==> src/sv/emrx_pkg.sv <==
// emrx_pkg: widths, constants, codes, shared types and helper functions
// for the Ethernet receive filter. No dependencies.
`timescale 1ns / 1ps
`default_nettype none

package emrx_pkg;

  localparam int MAC_W     = 48;
  localparam int LEN_W     = 14;
  localparam int CFG_IDX_W = 8;
  localparam int CRC_W     = 32;

  // frame layout, counted in bytes from the start of the frame
  localparam logic [LEN_W-1:0] DEST_END     = 14'd6;
  localparam logic [LEN_W-1:0] SRC_END      = 14'd12;
  localparam logic [LEN_W-1:0] HEADER_BYTES = 14'd14;
  localparam logic [LEN_W-1:0] MIN_FRAME    = 14'd18;
  localparam logic [LEN_W-1:0] POS_MAX      = 14'h3FFF;

  localparam logic [CRC_W-1:0] CRC_POLY = 32'hEDB8_8320;
  localparam logic [CRC_W-1:0] CRC_INIT = 32'hFFFF_FFFF;

  localparam logic [MAC_W-1:0] DEST_A_RST = 48'h1111_1111_1111;
  localparam logic [MAC_W-1:0] DEST_B_RST = 48'h0009_7307_7473;
  localparam logic [MAC_W-1:0] SRC_A_RST  = 48'h1111_1111_1111;
  localparam logic [MAC_W-1:0] SRC_B_RST  = 48'h0009_7307_7473;

  // configuration register indexes
  localparam logic [CFG_IDX_W-1:0] CFG_DEST_A = 8'd0;
  localparam logic [CFG_IDX_W-1:0] CFG_DEST_B = 8'd1;
  localparam logic [CFG_IDX_W-1:0] CFG_SRC_A  = 8'd2;
  localparam logic [CFG_IDX_W-1:0] CFG_SRC_B  = 8'd3;

  // verdict codes
  localparam logic [2:0] VERD_OK      = 3'd0;
  localparam logic [2:0] VERD_DEST    = 3'd1;
  localparam logic [2:0] VERD_SRC     = 3'd2;
  localparam logic [2:0] VERD_CRC     = 3'd3;
  localparam logic [2:0] VERD_SHORT   = 3'd4;

  // one byte on its way through the processing stage
  typedef struct packed {
    logic             step;   // byte is consumed this cycle
    logic             clear;  // byte ends the frame
    logic [LEN_W-1:0] pos;    // bytes of the frame seen before this one
    logic [7:0]       data;
  } beat_t;

  // header match status after the current byte
  typedef struct packed {
    logic [1:0]  dest_bits;   // bit0 still equals a, bit1 still equals b
    logic [1:0]  src_bits;
    logic [15:0] frame_type;
  } hdr_stat_t;

  // byte idx of a MAC, first byte most significant
  function automatic logic [7:0] mac_byte_f(input logic [MAC_W-1:0] mac,
                                            input logic [2:0] idx);
    logic [7:0] b;
    case (idx)
      3'd0:    b = mac[47:40];
      3'd1:    b = mac[39:32];
      3'd2:    b = mac[31:24];
      3'd3:    b = mac[23:16];
      3'd4:    b = mac[15:8];
      3'd5:    b = mac[7:0];
      default: b = 8'h00;
    endcase
    return b;
  endfunction

  // one byte step of the reflected CRC: (crc >> 8) ^ T[(crc ^ b) & 0xFF]
  function automatic logic [CRC_W-1:0] crc_byte_f(input logic [CRC_W-1:0] crc,
                                                  input logic [7:0] b);
    logic [CRC_W-1:0] c;
    c = {24'h0, crc[7:0] ^ b};
    for (int k = 0; k < 8; k++) begin
      c = c[0] ? ((c >> 1) ^ CRC_POLY) : (c >> 1);
    end
    return (crc >> 8) ^ c;
  endfunction

endpackage

`default_nettype wire

==> src/sv/emrx_ifs.sv <==
// emrx_ifs: valid/ready channel interfaces for the byte input, the
// verdict output and the configuration write port. Depends on emrx_pkg.
`timescale 1ns / 1ps
`default_nettype none

interface emrx_in_if;
  logic       valid;
  logic       ready;
  logic [7:0] data_byte;
  logic       last_byte;
  modport source (output valid, data_byte, last_byte, input ready);
  modport sink   (input valid, data_byte, last_byte, output ready);
endinterface

interface emrx_out_if;
  logic                        valid;
  logic                        ready;
  logic [2:0]                  verdict;
  logic                        dest_slot;
  logic [emrx_pkg::LEN_W-1:0]  frame_length;
  logic [15:0]                 frame_type;
  modport source (output valid, verdict, dest_slot, frame_length, frame_type,
                  input ready);
  modport sink   (input valid, verdict, dest_slot, frame_length, frame_type,
                  output ready);
endinterface

interface emrx_cfg_if;
  logic                            valid;
  logic                            ready;
  logic [emrx_pkg::CFG_IDX_W-1:0]  index;
  logic [emrx_pkg::MAC_W-1:0]      data;
  modport source (output valid, index, data, input ready);
  modport sink   (input valid, index, data, output ready);
endinterface

`default_nettype wire

==> src/sv/emrx_hdr_match.sv <==
// emrx_hdr_match: destination/source MAC compare and frame type capture,
// one header byte per step. Depends on emrx_pkg.
`timescale 1ns / 1ps
`default_nettype none

module emrx_hdr_match (
  input  logic                              clk,
  input  logic                              rst_n,
  input  emrx_pkg::beat_t                   beat,
  input  logic [emrx_pkg::MAC_W-1:0]        dest_a,
  input  logic [emrx_pkg::MAC_W-1:0]        dest_b,
  input  logic [emrx_pkg::MAC_W-1:0]        src_a,
  input  logic [emrx_pkg::MAC_W-1:0]        src_b,
  output emrx_pkg::hdr_stat_t               stat
);
  import emrx_pkg::*;

  logic [1:0]       dest_r, dest_nxt;
  logic [1:0]       src_r, src_nxt;
  logic [15:0]      type_r, type_nxt;
  logic [LEN_W-1:0] src_off;
  logic             in_dest, in_src, in_type;

  assign in_dest = beat.pos < DEST_END;
  assign in_src  = !in_dest && (beat.pos < SRC_END);
  assign in_type = (beat.pos >= SRC_END) && (beat.pos < HEADER_BYTES);
  assign src_off = beat.pos - DEST_END;

  always_comb begin
    dest_nxt = dest_r;
    src_nxt  = src_r;
    type_nxt = type_r;
    if (in_dest) begin
      dest_nxt = dest_r & ~{beat.data != mac_byte_f(dest_b, beat.pos[2:0]),
                            beat.data != mac_byte_f(dest_a, beat.pos[2:0])};
    end else if (in_src) begin
      src_nxt = src_r & ~{beat.data != mac_byte_f(src_b, src_off[2:0]),
                          beat.data != mac_byte_f(src_a, src_off[2:0])};
    end else if (in_type) begin
      type_nxt = {type_r[7:0], beat.data};
    end
  end

  assign stat.dest_bits  = dest_nxt;
  assign stat.src_bits   = src_nxt;
  assign stat.frame_type = type_nxt;

  always_ff @(posedge clk) begin
    if (!rst_n) begin
      dest_r <= 2'b11;
      src_r  <= 2'b11;
      type_r <= 16'h0;
    end else if (beat.step) begin
      if (beat.clear) begin
        dest_r <= 2'b11;
        src_r  <= 2'b11;
        type_r <= 16'h0;
      end else begin
        dest_r <= dest_nxt;
        src_r  <= src_nxt;
        type_r <= type_nxt;
      end
    end
  end

  // match bits only ever drop within a frame
  a_dest_mono: assert property (@(posedge clk) disable iff (!rst_n)
    beat.step && !beat.clear |=> (dest_r & ~$past(dest_r)) == 2'b00)
    else $error("destination match bit set mid-frame");
  a_src_hold: assert property (@(posedge clk) disable iff (!rst_n)
    beat.step && !beat.clear && in_dest |=> src_r == $past(src_r))
    else $error("source match changed during destination bytes");
  a_clear: assert property (@(posedge clk) disable iff (!rst_n)
    beat.step && beat.clear |=> dest_r == 2'b11 && src_r == 2'b11 && type_r == 16'h0)
    else $error("header state not cleared at frame end");

endmodule

`default_nettype wire

==> src/sv/emrx_crc_check.sv <==
// emrx_crc_check: four-byte trailer delay line and CRC-32 over the payload,
// one byte per step. Depends on emrx_pkg.
`timescale 1ns / 1ps
`default_nettype none

module emrx_crc_check (
  input  logic            clk,
  input  logic            rst_n,
  input  emrx_pkg::beat_t beat,
  output logic            crc_ok
);
  import emrx_pkg::*;

  logic [CRC_W-1:0] crc_r, crc_nxt;
  logic [CRC_W-1:0] trail_r, trail_nxt;

  // the byte leaving the delay line goes into the CRC once it is known
  // not to be part of the trailer
  always_comb begin
    crc_nxt   = crc_r;
    trail_nxt = trail_r;
    if (beat.pos >= HEADER_BYTES) begin
      if (beat.pos >= MIN_FRAME) begin
        crc_nxt = crc_byte_f(crc_r, trail_r[7:0]);
      end
      trail_nxt = {beat.data, trail_r[31:8]};
    end
  end

  assign crc_ok = (crc_nxt ^ CRC_INIT) == trail_nxt;

  always_ff @(posedge clk) begin
    if (!rst_n) begin
      crc_r   <= CRC_INIT;
      trail_r <= '0;
    end else if (beat.step) begin
      if (beat.clear) begin
        crc_r   <= CRC_INIT;
        trail_r <= '0;
      end else begin
        crc_r   <= crc_nxt;
        trail_r <= trail_nxt;
      end
    end
  end

  a_crc_idle: assert property (@(posedge clk) disable iff (!rst_n)
    beat.step && !beat.clear && beat.pos < MIN_FRAME |=> crc_r == CRC_INIT)
    else $error("CRC moved before payload reached it");
  a_trail_hdr: assert property (@(posedge clk) disable iff (!rst_n)
    beat.step && !beat.clear && beat.pos < HEADER_BYTES |=> trail_r == '0)
    else $error("trailer window loaded during header");
  a_hold: assert property (@(posedge clk) disable iff (!rst_n)
    !beat.step |=> $stable(crc_r) && $stable(trail_r))
    else $error("CRC state moved without a byte");

endmodule

`default_nettype wire

==> src/sv/ethernet_rx_mac_filter_crc_check_top.sv <==
// Ethernet receive filter, top level.
// Channels: in_stream (sink) takes one frame byte per word with a last-byte
// mark; out_stream (source) gives one verdict word per frame; cfg_wr (sink)
// writes the four 48-bit MAC registers, index 0..3, other indexes ignored.
// cfg_wr.ready is always high; each write goes straight into its register.
// Each accepted byte is held in the input register, then the header
// compare and the CRC step run in one combinational pass into the result
// register, which holds the verdict word of the frame's last byte.
// Throughput is one byte per clock, unless a last byte waits as below.
// When out_stream stalls, further bytes of the next frame still flow until
// its last byte reaches the input register; that byte then waits for the
// result register to drain, and in_stream.ready drops until it does.
// Reset (rst_n low, synchronous) empties both registers, clears the frame
// state and restores the MAC registers to their defaults.
// Depends on emrx_pkg, emrx_ifs, emrx_hdr_match and emrx_crc_check.
`timescale 1ns / 1ps
`default_nettype none

module ethernet_rx_mac_filter_crc_check_top (
  input  logic        clk,
  input  logic        rst_n,
  emrx_in_if.sink     in_stream,
  emrx_out_if.source  out_stream,
  emrx_cfg_if.sink    cfg_wr
);
  import emrx_pkg::*;

  // configuration registers
  logic [MAC_W-1:0] dest_a_r, dest_b_r, src_a_r, src_b_r;

  // input register
  logic             in_v_r;
  logic [7:0]       byte_r;
  logic             last_r;

  // frame position, saturating
  logic [LEN_W-1:0] pos_r, pos_nxt;

  // result register
  logic             out_v_r;
  logic [2:0]       verdict_r;
  logic             slot_r;
  logic [LEN_W-1:0] len_r;
  logic [15:0]      type_r;

  beat_t            beat;
  hdr_stat_t        hdr;
  logic             crc_ok;
  logic             out_free;
  logic [2:0]       verdict;
  logic             slot;

  assign out_free   = !out_v_r || out_stream.ready;
  assign beat.step  = in_v_r && (!last_r || out_free);
  assign beat.clear = last_r;
  assign beat.pos   = pos_r;
  assign beat.data  = byte_r;

  assign in_stream.ready = !in_v_r || beat.step;
  assign cfg_wr.ready    = 1'b1;

  assign pos_nxt = (pos_r == POS_MAX) ? POS_MAX : pos_r + 14'd1;

  emrx_hdr_match u_hdr (
    .clk    (clk),
    .rst_n  (rst_n),
    .beat   (beat),
    .dest_a (dest_a_r),
    .dest_b (dest_b_r),
    .src_a  (src_a_r),
    .src_b  (src_b_r),
    .stat   (hdr)
  );

  emrx_crc_check u_crc (
    .clk    (clk),
    .rst_n  (rst_n),
    .beat   (beat),
    .crc_ok (crc_ok)
  );

  always_comb begin
    if (pos_nxt < MIN_FRAME) begin
      verdict = VERD_SHORT;
    end else if (hdr.dest_bits == 2'b00) begin
      verdict = VERD_DEST;
    end else if (hdr.src_bits == 2'b00) begin
      verdict = VERD_SRC;
    end else if (!crc_ok) begin
      verdict = VERD_CRC;
    end else begin
      verdict = VERD_OK;
    end
    slot = !hdr.dest_bits[0] && hdr.dest_bits[1] && (verdict != VERD_DEST);
  end

  always_ff @(posedge clk) begin
    if (!rst_n) begin
      dest_a_r <= DEST_A_RST;
      dest_b_r <= DEST_B_RST;
      src_a_r  <= SRC_A_RST;
      src_b_r  <= SRC_B_RST;
    end else if (cfg_wr.valid) begin
      case (cfg_wr.index)
        CFG_DEST_A: dest_a_r <= cfg_wr.data;
        CFG_DEST_B: dest_b_r <= cfg_wr.data;
        CFG_SRC_A:  src_a_r  <= cfg_wr.data;
        CFG_SRC_B:  src_b_r  <= cfg_wr.data;
        default: ;
      endcase
    end
  end

  always_ff @(posedge clk) begin
    if (!rst_n) begin
      in_v_r <= 1'b0;
    end else if (in_stream.ready) begin
      in_v_r <= in_stream.valid;
    end
  end

  always_ff @(posedge clk) begin
    if (in_stream.ready && in_stream.valid) begin
      byte_r <= in_stream.data_byte;
      last_r <= in_stream.last_byte;
    end
  end

  always_ff @(posedge clk) begin
    if (!rst_n) begin
      pos_r <= '0;
    end else if (beat.step) begin
      pos_r <= last_r ? '0 : pos_nxt;
    end
  end

  always_ff @(posedge clk) begin
    if (!rst_n) begin
      out_v_r <= 1'b0;
    end else if (beat.step && last_r) begin
      out_v_r <= 1'b1;
    end else if (out_stream.ready) begin
      out_v_r <= 1'b0;
    end
  end

  always_ff @(posedge clk) begin
    if (beat.step && last_r) begin
      verdict_r <= verdict;
      slot_r    <= slot;
      len_r     <= pos_nxt;
      type_r    <= hdr.frame_type;
    end
  end

  assign out_stream.valid        = out_v_r;
  assign out_stream.verdict      = verdict_r;
  assign out_stream.dest_slot    = slot_r;
  assign out_stream.frame_length = len_r;
  assign out_stream.frame_type   = type_r;

  a_len_short: assert property (@(posedge clk) disable iff (!rst_n)
    out_v_r |-> ((len_r < MIN_FRAME) == (verdict_r == VERD_SHORT)))
    else $error("short-frame verdict disagrees with length");
  a_slot_dest: assert property (@(posedge clk) disable iff (!rst_n)
    out_v_r && verdict_r == VERD_DEST |-> !slot_r)
    else $error("slot set on destination mismatch");
  a_pos_clear: assert property (@(posedge clk) disable iff (!rst_n)
    beat.step && last_r |=> pos_r == '0)
    else $error("position not cleared after frame end");
  a_pos_sat: assert property (@(posedge clk) disable iff (!rst_n)
    beat.step && !last_r && pos_r == POS_MAX |=> pos_r == POS_MAX)
    else $error("position wrapped past saturation");
  a_in_hold: assert property (@(posedge clk) disable iff (!rst_n)
    in_v_r && !beat.step |=> in_v_r && $stable(byte_r) && $stable(last_r))
    else $error("stalled input byte lost");

endmodule

`default_nettype wire

==> src/flat_wrapper.sv <==
// flat-port wrapper written by rule: the top's interface ports become plain ports
module ethernet_rx_mac_filter_crc_check_top_flat import emrx_pkg::*;
  (clk, rst_n, in_stream_valid, in_stream_data_byte, in_stream_last_byte, in_stream_ready, out_stream_valid, out_stream_verdict, out_stream_dest_slot, out_stream_frame_length, out_stream_frame_type, out_stream_ready, cfg_wr_valid, cfg_wr_index, cfg_wr_data, cfg_wr_ready);
  emrx_in_if in_stream_i ();
  emrx_out_if out_stream_i ();
  emrx_cfg_if cfg_wr_i ();
  input  logic clk;
  input  logic rst_n;
  input wire logic [$bits(in_stream_i.valid)-1:0] in_stream_valid;
  input wire logic [$bits(in_stream_i.data_byte)-1:0] in_stream_data_byte;
  input wire logic [$bits(in_stream_i.last_byte)-1:0] in_stream_last_byte;
  output wire logic [$bits(in_stream_i.ready)-1:0] in_stream_ready;
  output wire logic [$bits(out_stream_i.valid)-1:0] out_stream_valid;
  output wire logic [$bits(out_stream_i.verdict)-1:0] out_stream_verdict;
  output wire logic [$bits(out_stream_i.dest_slot)-1:0] out_stream_dest_slot;
  output wire logic [$bits(out_stream_i.frame_length)-1:0] out_stream_frame_length;
  output wire logic [$bits(out_stream_i.frame_type)-1:0] out_stream_frame_type;
  input wire logic [$bits(out_stream_i.ready)-1:0] out_stream_ready;
  input wire logic [$bits(cfg_wr_i.valid)-1:0] cfg_wr_valid;
  input wire logic [$bits(cfg_wr_i.index)-1:0] cfg_wr_index;
  input wire logic [$bits(cfg_wr_i.data)-1:0] cfg_wr_data;
  output wire logic [$bits(cfg_wr_i.ready)-1:0] cfg_wr_ready;
  assign in_stream_i.valid = in_stream_valid;
  assign in_stream_i.data_byte = in_stream_data_byte;
  assign in_stream_i.last_byte = in_stream_last_byte;
  assign in_stream_ready = in_stream_i.ready;
  assign out_stream_valid = out_stream_i.valid;
  assign out_stream_verdict = out_stream_i.verdict;
  assign out_stream_dest_slot = out_stream_i.dest_slot;
  assign out_stream_frame_length = out_stream_i.frame_length;
  assign out_stream_frame_type = out_stream_i.frame_type;
  assign out_stream_i.ready = out_stream_ready;
  assign cfg_wr_i.valid = cfg_wr_valid;
  assign cfg_wr_i.index = cfg_wr_index;
  assign cfg_wr_i.data = cfg_wr_data;
  assign cfg_wr_ready = cfg_wr_i.ready;
  ethernet_rx_mac_filter_crc_check_top u_core (.clk(clk), .rst_n(rst_n), .in_stream(in_stream_i), .out_stream(out_stream_i), .cfg_wr(cfg_wr_i));
endmodule
==> config.mk <==
export PLATFORM = sky130hd
export DESIGN_NAME = ethernet_rx_mac_filter_crc_check_top_flat
export DESIGN_NICKNAME = d
export VERILOG_FILES = /design/src/sv/emrx_pkg.sv /design/src/sv/emrx_ifs.sv /design/src/sv/emrx_hdr_match.sv /design/src/sv/emrx_crc_check.sv /design/src/sv/ethernet_rx_mac_filter_crc_check_top.sv /design/src/flat_wrapper.sv
export SDC_FILE = /design/constraint.sdc
export NUM_CORES = 1
export LEC_CHECK = 0
export ABC_AREA = 1
export BUFFER_PORTS_ARGS = -buffer_cell sky130_fd_sc_hd__buf_4
export CORE_AREA = 2 2 132 230
export DETAILED_ROUTE_END_ITERATION = 10
export DIE_AREA = 0 0 134 232
export GPL_TIMING_DRIVEN = 0
export PLACE_DENSITY = 0.81
export SLEW_MARGIN = 10
export SYNTH_ARGS = -nofsm -noshare
export SYNTH_HDL_FRONTEND = slang
export SYNTH_HIERARCHICAL = 1
export SYNTH_SLANG_ARGS = --single-unit
==> constraint.sdc <==
create_clock -name clk -period 4 [get_ports clk]
set_clock_uncertainty 0.05 [all_clocks]
set_input_delay 0.4 -clock clk [delete_from_list [all_inputs] [get_ports clk]]
set_output_delay 0.4 -clock clk [all_outputs]
set_load 0.005 [all_outputs]
# Word level (Yosys, flattened, before mapping)
# Cells that the tools add are included.
dict set report totals {
  regBits 335
  inputBits 70
  out_inout_bits 37
  wordCells 127
}
dict set report classes {
  addsub 2
  order_cmp 7
  eq_ne 20
  muxes 40
  bitwise_logic 15
  n_reduce_logical 25
}
# cell count
set op_table {}
lappend op_table {{$mux W32} 13}
lappend op_table {{$pmux W8 S6} 4}
lappend op_table {{$not A13 Y14} 7}
lappend op_table {{$mux W16} 4}
lappend op_table {{$mux W8} 6}
lappend op_table {{$eq A32 B32 Y1} 1}
lappend op_table {{$ne A8 B8 Y1} 4}
lappend op_table {{$not A32 Y32} 1}
lappend op_table {{$xor A24 B32 Y32} 1}
lappend op_table {{$ge A14 B4 Y1 const B} 2}
lappend op_table {{$lt A14 B4 Y1 const B} 2}
lappend op_table {{$mux W14} 2}
lappend op_table {{$eq A8 B2 Y1 const B} 2}
lappend op_table {{$add A14 B1 Y14 const B} 1}
lappend op_table {{$eq A14 B14 Y1 const B} 1}
lappend op_table {{$ge A14 B5 Y1 const B} 1}
lappend op_table {{$lt A14 B3 Y1 const B} 1}
lappend op_table {{$lt A14 B5 Y1 const B} 1}
lappend op_table {{$not A1 Y14} 1}
lappend op_table {{$eq A3 B2 Y1 const B} 4}
lappend op_table {{$eq A3 B3 Y1 const B} 4}
lappend op_table {{$mux W2} 6}
lappend op_table {{$mux W3} 3}
lappend op_table {{$eq A8 B1 Y1 const B} 1}
lappend op_table {{other kinds (15)} 36}

# Longest topological paths before layout
dict set report depth {
  ltp_word 28
  depth_mapped 23
  depth_no_buf 22
}

# Cells and area by module
# The synthesis kept the hierarchy.
# mod n_inst cells_each area_per_inst_um2 seq_area_each_um2
set by_module_without_submodules {}
lappend by_module_without_submodules {ethernet_rx_mac_filter_crc_check_top 1 1022 8989.9 5455.2}
lappend by_module_without_submodules {emrx_crc_check 1 967 5195.0 1281.2}
lappend by_module_without_submodules {emrx_hdr_match 1 752 3689.8 400.4}

# Worst setup path after synthesis
# No wires, ideal clock.
dict set report synth_timing {
  kind {register -> register}
  startpoint {reg u_core.pos_r[1]}
  endpoint {reg u_core.verdict_r[1], in the netlist u_core/out_stream.verdict[1] (data pin)}
  setup_time_ns 0.261
  arrival_ns 2.486
  t_required_ns 3.689
  setup_slack_ns 1.202
  path_stages_with_launch 23
  path_buffers 4
  synth_period_minus_slack_ns 2.798
  cell_sequence {dfxtp_1 buf_6 inv_6 buf_2 ha_1 buf_4 buf_4 nand4_1 nand2_1 nor2_1 nand2_1 nand2_1 nand2_1 nand2_1 nand2_1 nor2_1 nand2_1 nand2_1 nand2_1 inv_1 o21ai_0 o21ai_0 a21oi_1}
}
# item line
set synth_rtl {}
lappend synth_rtl {{from (decl)} ethernet_rx_mac_filter_crc_check_top.sv:37} ;# logic [LEN_W-1:0] pos_r, pos_nxt;
lappend synth_rtl {{from (signal assigned)} ethernet_rx_mac_filter_crc_check_top.sv:133} ;# pos_r <= last_r ? '0 : pos_nxt;
lappend synth_rtl {{to (signal assigned)} ethernet_rx_mac_filter_crc_check_top.sv:149} ;# verdict_r <= verdict;
lappend synth_rtl {{to (decl)} ethernet_rx_mac_filter_crc_check_top.sv:41} ;# logic [2:0] verdict_r;

==> results.md <==
* Status: finished, final reports clean
* DP Worst Slack at 0.1360 ns
* CP required at 4.46 ns
* Metal1 wirelength at 21,000 um
* Quantity of I/O buffers inserted on ports at 105
* Worst slew pin tran at 1.162 ns
* Worst-skew pair later-pin latency at 0.59 ns
* Syn Area/Cell at 6.521 um^2
* Hold Vio Cnt, Final at 0
* CTS tree: built
* VDD IR max at 0.3864 mV
* DR pass1 iterations at 6
* # rows at 83
* Cts bufs inserted at 30
* Part of the cycle the worst path needs at 98.09%
* Largest incremental delay on the critical path at 0.92 ns
* Met2 WL at 33,340 um
* Die Area at 0.03109 mm^2
* Design Area, Final at 0.02030 mm^2
* RSZ-0062 raised after global routing: false
* Pwr per Cell Area at 352.8 mW/mm^2
* Mapped Area at 0.01787 mm^2
* Post-Syn Instances at 2,741
* Sequential share of the synthesized area at 39.93%
* Max frequency at 254.9 MHz
* Core ar. at 0.02918 mm^2
* Slew Limit Fails at 0
* Horiz. Die Dim at 134 um
* Drc violations at 0
* # setup viols final at 0
* Post-route setup slack at 0.07653 ns
* Yosys warns at 6
* Vias in the first global route at 18,580
* Maxcap violations at 0
* RR Endpoint: u_core/u_crc/trail_r[5]$_SDFFE_PN0P_
* Die H at 232 um
* Cell Area, Placed at 0.01914 mm^2
* Slowest cell on crit path: nor2_1
* Placer Congestion at 1.114
* Min-delay src: in_stream_valid
* Largest net degree at the start of global routing at 35
* Worst R2R Start: u_core/last_r$_DFFE_PP_
* Initial antenna violation count at 4
* Post-route ant nets at 0
* Hold depth at 3
* Reg2Reg Setup Slack at 0.08 ns
* Crit path time final at 3.923 ns
* Worst-path clk slew at 0.07 ns
* Clock root buffer: clkbuf_16
* R2R depth at 8
* Total number of vias at 19,560
* Syn Nets at 2,814
* Post-synth cell types at 46
* Gr usage total at 45.87%
* Syn-to-layout area delta at 13.58%
* Critical path type: reg -> reg
* Crit start category: flop
* Setup tns final at 0 ns
* Num ports at 107
* Seq cells post-synth at 335
* Critical Path Sink Type: flop
* Avg WL per Cell at 21.57 um
* Htree depth at 1
* Met3 WL post-DR at 6409 um
* Post-DP HPWL at 53,790 um
* DR iter-0 viols at 2,052
* WHS Endpoint: u_core/in_v_r$_SDFFE_PN0N_
* Leak at 9.798 nW
* Most frequent CP cell: nand2_1
* First-pass GRT wire length at 106,400 um
* Top layer in use: met4
* Clock Tree Buf Depth at 3
* Hold WS at 0.06637 ns
* CP Data Arrival Time at 4.38 ns
* GR Overflow Total at 0
* Vias per std cell at 5.935
* Worst path cell trace: nand3_1, nand2_1, inv_1, clkinv_1, nor2_1, clkbuf_1, nand2_1, a21oi_1
* Drt total wl at 71,080 um
* Crit Path Max Fanout at 12
* Class of the worst hold path: in -> reg
* Rel. slew slack at 22.22%
* Initial core utilization at 61.25%
* Clock Sinks at 335
* Final nets at 2,960
* Layout cells sized above 1 at 10.41%
==> synthesized netlist by cell type, drive strengths merged <==
| master | n | area share [%] |
|---|---|---|
| nand2 | 973 | 21 |
| nor4 | 1 | 0.035 |
| nand3b | 11 | 0.46 |
| nand4 | 49 | 1.7 |
| o22ai | 11 | 0.39 |
| mux2 | 8 | 0.59 |
| nor3b | 1 | 0.070 |
| inv | 251 | 5.3 |
| dfxtp | 292 | 33 |
| a21oi | 145 | 4.1 |
| o211ai | 64 | 2.7 |
| ha | 3 | 0.21 |
| nor2 | 341 | 7.5 |
| nand3 | 187 | 5.4 |
| o21ai | 202 | 5.7 |
| xor2 | 9 | 0.44 |
| edfxtp | 43 | 7.2 |
| or2 | 1 | 0.035 |
| buf | 72 | 2.7 |
| and2 | 1 | 0.035 |
| nor3 | 5 | 0.26 |
| clkbuf | 65 | 1.4 |
| o22a | 1 | 0.049 |
| conb | 1 | 0.021 |
| o21a | 2 | 0.084 |
| clkinv | 2 | 0.049 |
==> worst max-delay path: cells and delay by family (launching register included) <==
kind,cells,cell delay (ns)
buffers and inverters,3,1.43
flip-flops,1,0.73
AO/OA/AOI/OAI,1,0.14
AND/OR/NAND/NOR,4,1.48
==> registers in the layout, indices dropped and copies added (netlist names), 8 cells and up <==
register and count:
u_core/src_a_r 48, u_core/pos_r 14, u_core/u_crc/crc_r 32, u_core/out_stream.frame_type 16, u_core/byte_r 8, u_core/out_stream.frame_length 14, u_core/dest_b_r 48, u_core/u_hdr/type_r 16
u_core/u_crc/trail_r 32, u_core/src_b_r 48, u_core/dest_a_r 48
==> placed cells by master (no fill, tap or decap), types with 3 or more instances in the layout <==
master,Yosys,layout
buf_1,5,5
bufinv_16,0,5
xor2_1,9,9
nor2_4,5,5
edfxtp_1,43,43
o211ai_1,64,64
a21oi_1,144,144
nand2_2,22,24
o22ai_1,11,11
mux2_4,4,4
nand3b_1,11,11
nand4_1,48,48
clkbuf_16,0,31
clkbuf_1,65,66
buf_2,34,34
nand2_1,949,947
dlygate4sd3_1,0,9
nor2_1,332,332
clkinv_2,1,11
inv_2,15,16
dfxtp_1,292,290
nor2_2,3,3
mux2_2,4,4
buf_6,12,12
buf_4,20,125
ha_1,3,3
inv_1,235,234
o21ai_0,177,177
nand3_1,181,179
nand3_2,5,7
o21ai_1,25,25
clkinvlp_4,0,6
diode_2,0,3
==> stage by stage <==
| stage | util [%] | std cells | total power, mW |
|---|---|---|---|
| floorplan | - | 2741 | 3.829 |
| global placement | 65.59 | 3228 | 4.084 |
| detailed placement | 65.59 | 3228 | 4.090 |
| CTS | 69.49 | 3293 | 7.133 |
| global route | 69.55 | 3293 | 7.341 |
| finish | 69.57 | 3296 | 7.163 |
==> per-layer routing <==
metal | vias to the layer above | track usage [%]
li1 | 9094 | -
met1 | 8674 | 40.48
met2 | 1280 | 76.73
met3 | 514 | 13.18
met4 | 0 | 53.82
met5 | - | 0
==> layout make-up <==
| class | instances | area [um^2] |
|---|---|---|
| sequential | 335 | 7139 |
| multi-input combinational | 2016 | 9064 |
| antenna | 3 | 7.507 |
| fill | 2598 | 8880 |
| inverter | 253 | 955.9 |
| tap | 382 | 478.0 |
| clock buffer | 32 | 779.5 |
| timing repair buffer | 114 | 878.3 |
| clock inverter | 24 | 266.5 |
| buffer | 137 | 733.2 |
==> repair_timing <==
action                                  4_1_cts  5_1_grt
buffers inserted                              0        0
hold buffers                                  9        0
endpoints found under the setup margin        0        2
resized for setup                             0        6
endpoints found under the hold margin         9        0
==> where the power goes <==
group	leakage, nW	total (mW)	internal (mW)	switching, mW
Clock	0.504	3.10	1.74	1.36
Sequential	2.80	3.47	3.43	0.0400
Combinational	6.49	0.596	0.169	0.426
Total	9.80	7.16	5.34	1.82
==> how the worst max path moves through the flow <==
stage	startpoint	endpoint	slack, ns	cells past startpoint
after floorplan	u_core/pos_r[1]$_SDFFE_PN0P_	u_core/out_stream.verdict[1]$_DFFE_PP_	1.20	22
after global placement	u_core/pos_r[1]$_SDFFE_PN0P_	u_core/out_stream.verdict[1]$_DFFE_PP_	0.23	21
after detailed placement	u_core/pos_r[1]$_SDFFE_PN0P_	u_core/out_stream.verdict[1]$_DFFE_PP_	0.14	21
after CTS	u_core/pos_r[1]$_SDFFE_PN0P_	u_core/out_stream.verdict[1]$_DFFE_PP_	0.11	21
after global routing	u_core/pos_r[2]$_SDFFE_PN0P_	u_core/out_stream.verdict[1]$_DFFE_PP_	0.03	19
final	u_core/last_r$_DFFE_PP_	u_core/u_crc/trail_r[5]$_SDFFE_PN0P_	0.08	8
==> kinds of logic (layout without fill, tap and decap cells) <==
| group | Yosys count | in the layout | share of synthesized area [%] |
|---|---|---|---|
| muxes | 8 | 8 | 0.5880 |
| adders and majority gates | 3 | 3 | 0.2100 |
| xor gates and xnor gates | 9 | 9 | 0.4410 |
| DFF | 335 | 335 | 39.93 |
| buffers and inverters | 390 | 560 | 9.450 |
| other | 1 | 4 | 0.02098 |
| AOI/OAI and AO/OA | 425 | 425 | 12.94 |
| and+or+nand+nor | 1570 | 1570 | 36.42 |
(Power assumes the default switching activity.)
